`config.mk`:
```
export PLATFORM = sky130hd
export DESIGN_NAME = sise_ram
export DESIGN_NICKNAME = d
export VERILOG_FILES = /design/src/sise_ram.sv
export SDC_FILE = /design/constraint.sdc
export NUM_CORES = 2
export LEC_CHECK = 0
export BUFFER_PORTS_ARGS = -buffer_cell sky130_fd_sc_hd__buf_2
export CORE_MARGIN = 2
export CORE_UTILIZATION = 25
export DETAILED_ROUTE_END_ITERATION = 6
export GPL_TIMING_DRIVEN = 0
export SYNTH_ARGS = -nofsm -noshare
export SYNTH_HDL_FRONTEND = slang
export SYNTH_SLANG_ARGS = --single-unit
```
`constraint.sdc`:
```
create_clock -name i_clk -period 17.34 [get_ports i_clk]
set_input_delay 2.601 -clock i_clk [delete_from_list [all_inputs] [get_ports i_clk]]
set_output_delay 2.601 -clock i_clk [all_outputs]
set_load 0.05 [all_outputs]
```
`src/sise_ram.sv`:
```
module sise_ram #(
    parameter int WIDTH = 64,
    parameter int DEPTH = 64
) (
    input  logic                     i_clk,
    input  logic                     i_we,
    input  logic [$clog2(DEPTH)-1:0] i_waddr,
    input  logic [WIDTH-1:0]         i_wdata,
    input  logic [$clog2(DEPTH)-1:0] i_raddr,
    output logic [WIDTH-1:0]         o_rdata
);

    logic [WIDTH-1:0] r_mem [DEPTH];
    logic [WIDTH-1:0] r_rdata;

    always_ff @(posedge i_clk) begin
        if (i_we) begin
            r_mem[i_waddr] <= i_wdata;
        end
        r_rdata <= r_mem[i_raddr];
    end

    assign o_rdata = r_rdata;

endmodule

```
==> run_results.csv <==
group,metric,value,unit
outcome,result_of_the_run,"finished, violations left",
outcome,violations,"max-capacitance violations",
timing,finClkSkew,0.102,ns
finish,final_cell_count_no_fill,16100,
flow_run,timing.max_cap.violations,1,
drt,drt-total-wl,450,mm
clocking,numCtsBuffers,405,
setup_path,setup.worst_path.start_class,"primary input",
grt,global_route_wire_length_before_repair,616,mm
setup_path,worstSetupEndpoint,"o_rdata[58]$_DFF_P_",
floorplanning,pin_count,142,
yosys,netlist_top_cells_area,"sky130_fd_sc_hd__edfxtp_1 79%, sky130_fd_sc_hd__mux4_2 15%, sky130_fd_sc_hd__mux2i_1 0.86%",
timing,hold_viol,0,
floorplanning,start_util,0.251,
drt,drc_errors_left,0,
drt,vias_per_cell,4.73,
yosys,netlist.top_cell.by_area,"sky130_fd_sc_hd__edfxtp_1",
clocking,cts.htree.levels,5,
yosys,yosys_register_bits,4160,
timing,final.min_clock_period,6.21,ns
yosys,seq_area_frac_synth,0.795,
yosys,synth_edf_count,4096,
setup_path,kind_of_end_point_of_the_critical_path,"flip-flop",
grt,first_global_vias,76900,
clocking,cts_repair_resize_count,0,
drt,detailedRoute.firstIterationViolations,10900,
finish,synthToLayoutAreaGrowth,18.4,%
worst_hold_path,min-delay-path-class,"reg -> reg",
yosys,total_nets_after_synthesis,6676,
yosys,share_of_synthesized_registers_carrying_an_async_set_or_reset,0,
floorplanning,num_rows,290,
yosys,ys_warn_count,0,
floorplanning,die-width,795,microns
setup_path,worstSetupPathType,"in -> reg",
pwr,static-leakage-power,56.1,nW
setup_path,crit_arrival,6.94,ns
drt,met2RoutedLength,221,mm
setup_path,setup.reg_to_reg.worst_slack,14.23,ns
timing,fmax,0.161,GHz
pwr,power.density,113,nW/um^2
timing,setup_tns,0,ns
clocking,clock_path_buffers,4,
grt,grt_remaining_overflow,0,
drt,dr_total_vias,75900,
pwr,vdd.ir_drop.worst,0.0889,mV
setup_path,worst-path-max-fanout,10,
timing,setup_repair_after_global_routing_missed_its_margin,"false",
setup_path,worst-r2r-cell-count,5,
clocking,clock-sinks,4160,
clocking,clkTransAtPathRegs,0.06,ns
drt,drtAntennaViolNets,0,
timing,post-route-worst-setup-slack,11.13,ns
timing,worst_slew_pin_slew,1.48,ns
finish,drive_above_1_share,0.291,
timing,final-max-slew-violation-count,0,
yosys,post_synth.cell_area_avg,23.7,sq um
placement,buffer_ports.inserted,133,
drt,avgRoutedWirePerCell,28.0,microns
placement,gp_congestion,0.814,
finish,stdcell_area,185000,sq um
placement,post_detail_place_hpwl,305,mm
clocking,cts.root.buffer_cell,"sky130_fd_sc_hd__clkbuf_16",
timing,setup_viol,0,
clocking,hold_buffer_count_at_cts,0,
setup_path,rr_startpoint,"r_mem[61][39]$_DFFE_PP_",
finish,finish.net_count,7425,
yosys,synth.most_common_cell,"sky130_fd_sc_hd__edfxtp_1",
clocking,cts_tree,"built",
drt,detail_route.first_pass.iterations,5,
drt,route.layer.met1.wl,169,mm
timing,relSlewSlack,0.0106,
clocking,post-cts-setup-buffers,0,
yosys,synth-main-ff-cell,"sky130_fd_sc_hd__edfxtp_1",
grt,pin_count_of_the_biggest_net_entering_global_routing,65,
grt,global_routing_usage_summed_across_all_routing_layers,0.137,
yosys,synth_cell_type_count,33,
clocking,clk-insertion-delay-late,1.03,ns
floorplanning,die-height,795,microns
placement,place_inst,15300,
setup_path,critPathRequiredTime,18.07,ns
yosys,netlist_instances,6598,
timing,period_share,0.358,
floorplanning,design.die.area,632000,sq um
yosys,netlist_area,156000,sq um
drt,detailroute.wirelength.met3,40.5,mm
placement,detailedPlace.worstSlack,10.20,ns
drt,top_signal_layer_used,"met5",
setup_path,crit_path_start,"i_raddr[2]",
grt,antenna_violations_before_repair,94,
setup_path,r2r-end,"o_rdata[39]$_DFF_P_",
floorplanning,floorplan.core_area,623000,sq um
yosys,yosys-top-cells-count,"4096 x sky130_fd_sc_hd__edfxtp_1, 1024 x sky130_fd_sc_hd__mux4_2, 170 x sky130_fd_sc_hd__buf_2, 168 x sky130_fd_sc_hd__a22oi_1, 140 x sky130_fd_sc_hd__clkbuf_1",
yosys,synthDominantCellAreaShare,0.787,
placement,placement.cell_area,172000,sq um
==> stage by stage <==
| stage | utilization | power, mW | hold WS, ns |
|---|---|---|---|
| floorplan | - | 12.0 | 0.788 |
| global placement | 0.269 | 12.5 | 1.03 |
| detailed placement | 0.276 | 12.6 | 1.02 |
| CTS | 0.297 | 21.0 | 1.02 |
| global route | 0.297 | 21.4 | 1.04 |
| finish | 0.297 | 20.9 | 0.993 |
==> cell families (layout without fill, tap and decap cells) <==
| kind of cell | count (synthesis) | count (layout) | synth area share |
|---|---|---|---|
| other | 0 | 50 | 0 |
| buffers and inverters | 389 | 1473 | 0.0118 |
| muxes | 1159 | 1159 | 0.156 |
| AOI/OAI and AO/OA | 504 | 504 | 0.0248 |
| DFF | 4160 | 4160 | 0.795 |
| and+or+nand+nor | 386 | 386 | 0.0124 |
==> routing by layer <==
metal,track usage,vias to the layer above
li1,-,30100
met1,0.171,41100
met2,0.231,3964
met3,0.0292,781
met4,0.0550,18
met5,0,-
==> worst min-delay path by stage <==
stage / depth (start not counted) / from / slack (ns) / end
after floorplan: 4 / r_mem[30][61]$_DFFE_PP_ / 0.79 / o_rdata[61]$_DFF_P_
after global placement: 4 / r_mem[44][63]$_DFFE_PP_ / 1.03 / o_rdata[63]$_DFF_P_
after detailed placement: 4 / r_mem[47][16]$_DFFE_PP_ / 1.02 / o_rdata[16]$_DFF_P_
after CTS: 4 / r_mem[47][16]$_DFFE_PP_ / 1.02 / o_rdata[16]$_DFF_P_
after global routing: 4 / r_mem[46][44]$_DFFE_PP_ / 1.04 / o_rdata[44]$_DFF_P_
final: 4 / r_mem[52][16]$_DFFE_PP_ / 0.99 / o_rdata[16]$_DFF_P_
==> registers in the layout (all words and copies together) (netlist names) <==
signal and cells:
o_rdata 64, r_mem 4096
==> cells in the final DEF, fill, tap and decap left out, types with 48 or more instances in the layout <==
master | synthesis | final
sky130_fd_sc_hd__a22oi_1 | 168 | 168
sky130_fd_sc_hd__nor2_1 | 112 | 49
sky130_fd_sc_hd__buf_2 | 170 | 292
sky130_fd_sc_hd__o22ai_1 | 83 | 83
sky130_fd_sc_hd__clkbuf_1 | 140 | 227
sky130_fd_sc_hd__clkinv_1 | 0 | 97
sky130_fd_sc_hd__nand2_1 | 58 | 58
sky130_fd_sc_hd__diode_2 | 0 | 50
sky130_fd_sc_hd__nor2_4 | 0 | 62
sky130_fd_sc_hd__and3_1 | 64 | 64
sky130_fd_sc_hd__clkinv_2 | 0 | 62
sky130_fd_sc_hd__buf_4 | 34 | 48
sky130_fd_sc_hd__clkbuf_16 | 0 | 412
sky130_fd_sc_hd__dfxtp_1 | 64 | 64
sky130_fd_sc_hd__mux2i_1 | 135 | 135
sky130_fd_sc_hd__a211oi_1 | 63 | 60
sky130_fd_sc_hd__buf_12 | 0 | 157
sky130_fd_sc_hd__mux4_2 | 1024 | 1024
sky130_fd_sc_hd__a22o_1 | 88 | 88
sky130_fd_sc_hd__edfxtp_1 | 4096 | 4096
==> worst max-delay path, stage by stage <==
cell and delay (ns):
sky130_fd_sc_hd__buf_2 0.30, sky130_fd_sc_hd__buf_4 0.37, sky130_fd_sc_hd__buf_2 0.48, sky130_fd_sc_hd__buf_2 0.64
sky130_fd_sc_hd__buf_4 0.41, sky130_fd_sc_hd__mux2i_1 0.14, sky130_fd_sc_hd__o22ai_1 0.37, sky130_fd_sc_hd__a41oi_1 0.32
sky130_fd_sc_hd__a211oi_1 1.25
==> power breakdown <==
group	switching, mW	leakage (nW)	total [mW]	internal, mW
Sequential	0.0237	37.4	11.2	11.1
Clock	3.81	6.17	8.54	4.73
Combinational	0.825	12.6	1.19	0.362
Total	4.66	56.1	20.9	16.2
==> cell type report <==
class	count	area, sq um
sequential	4160	124000
multi-input combinational	2049	30700
clock inverter	234	2000
fill	59600	438000
tap	8322	10400
antenna	50	125
timing repair buffer	342	4960
buffer	370	1780
inverter	19	71.3
clock buffer	508	10700
Power figures use the tool's default switching activity.
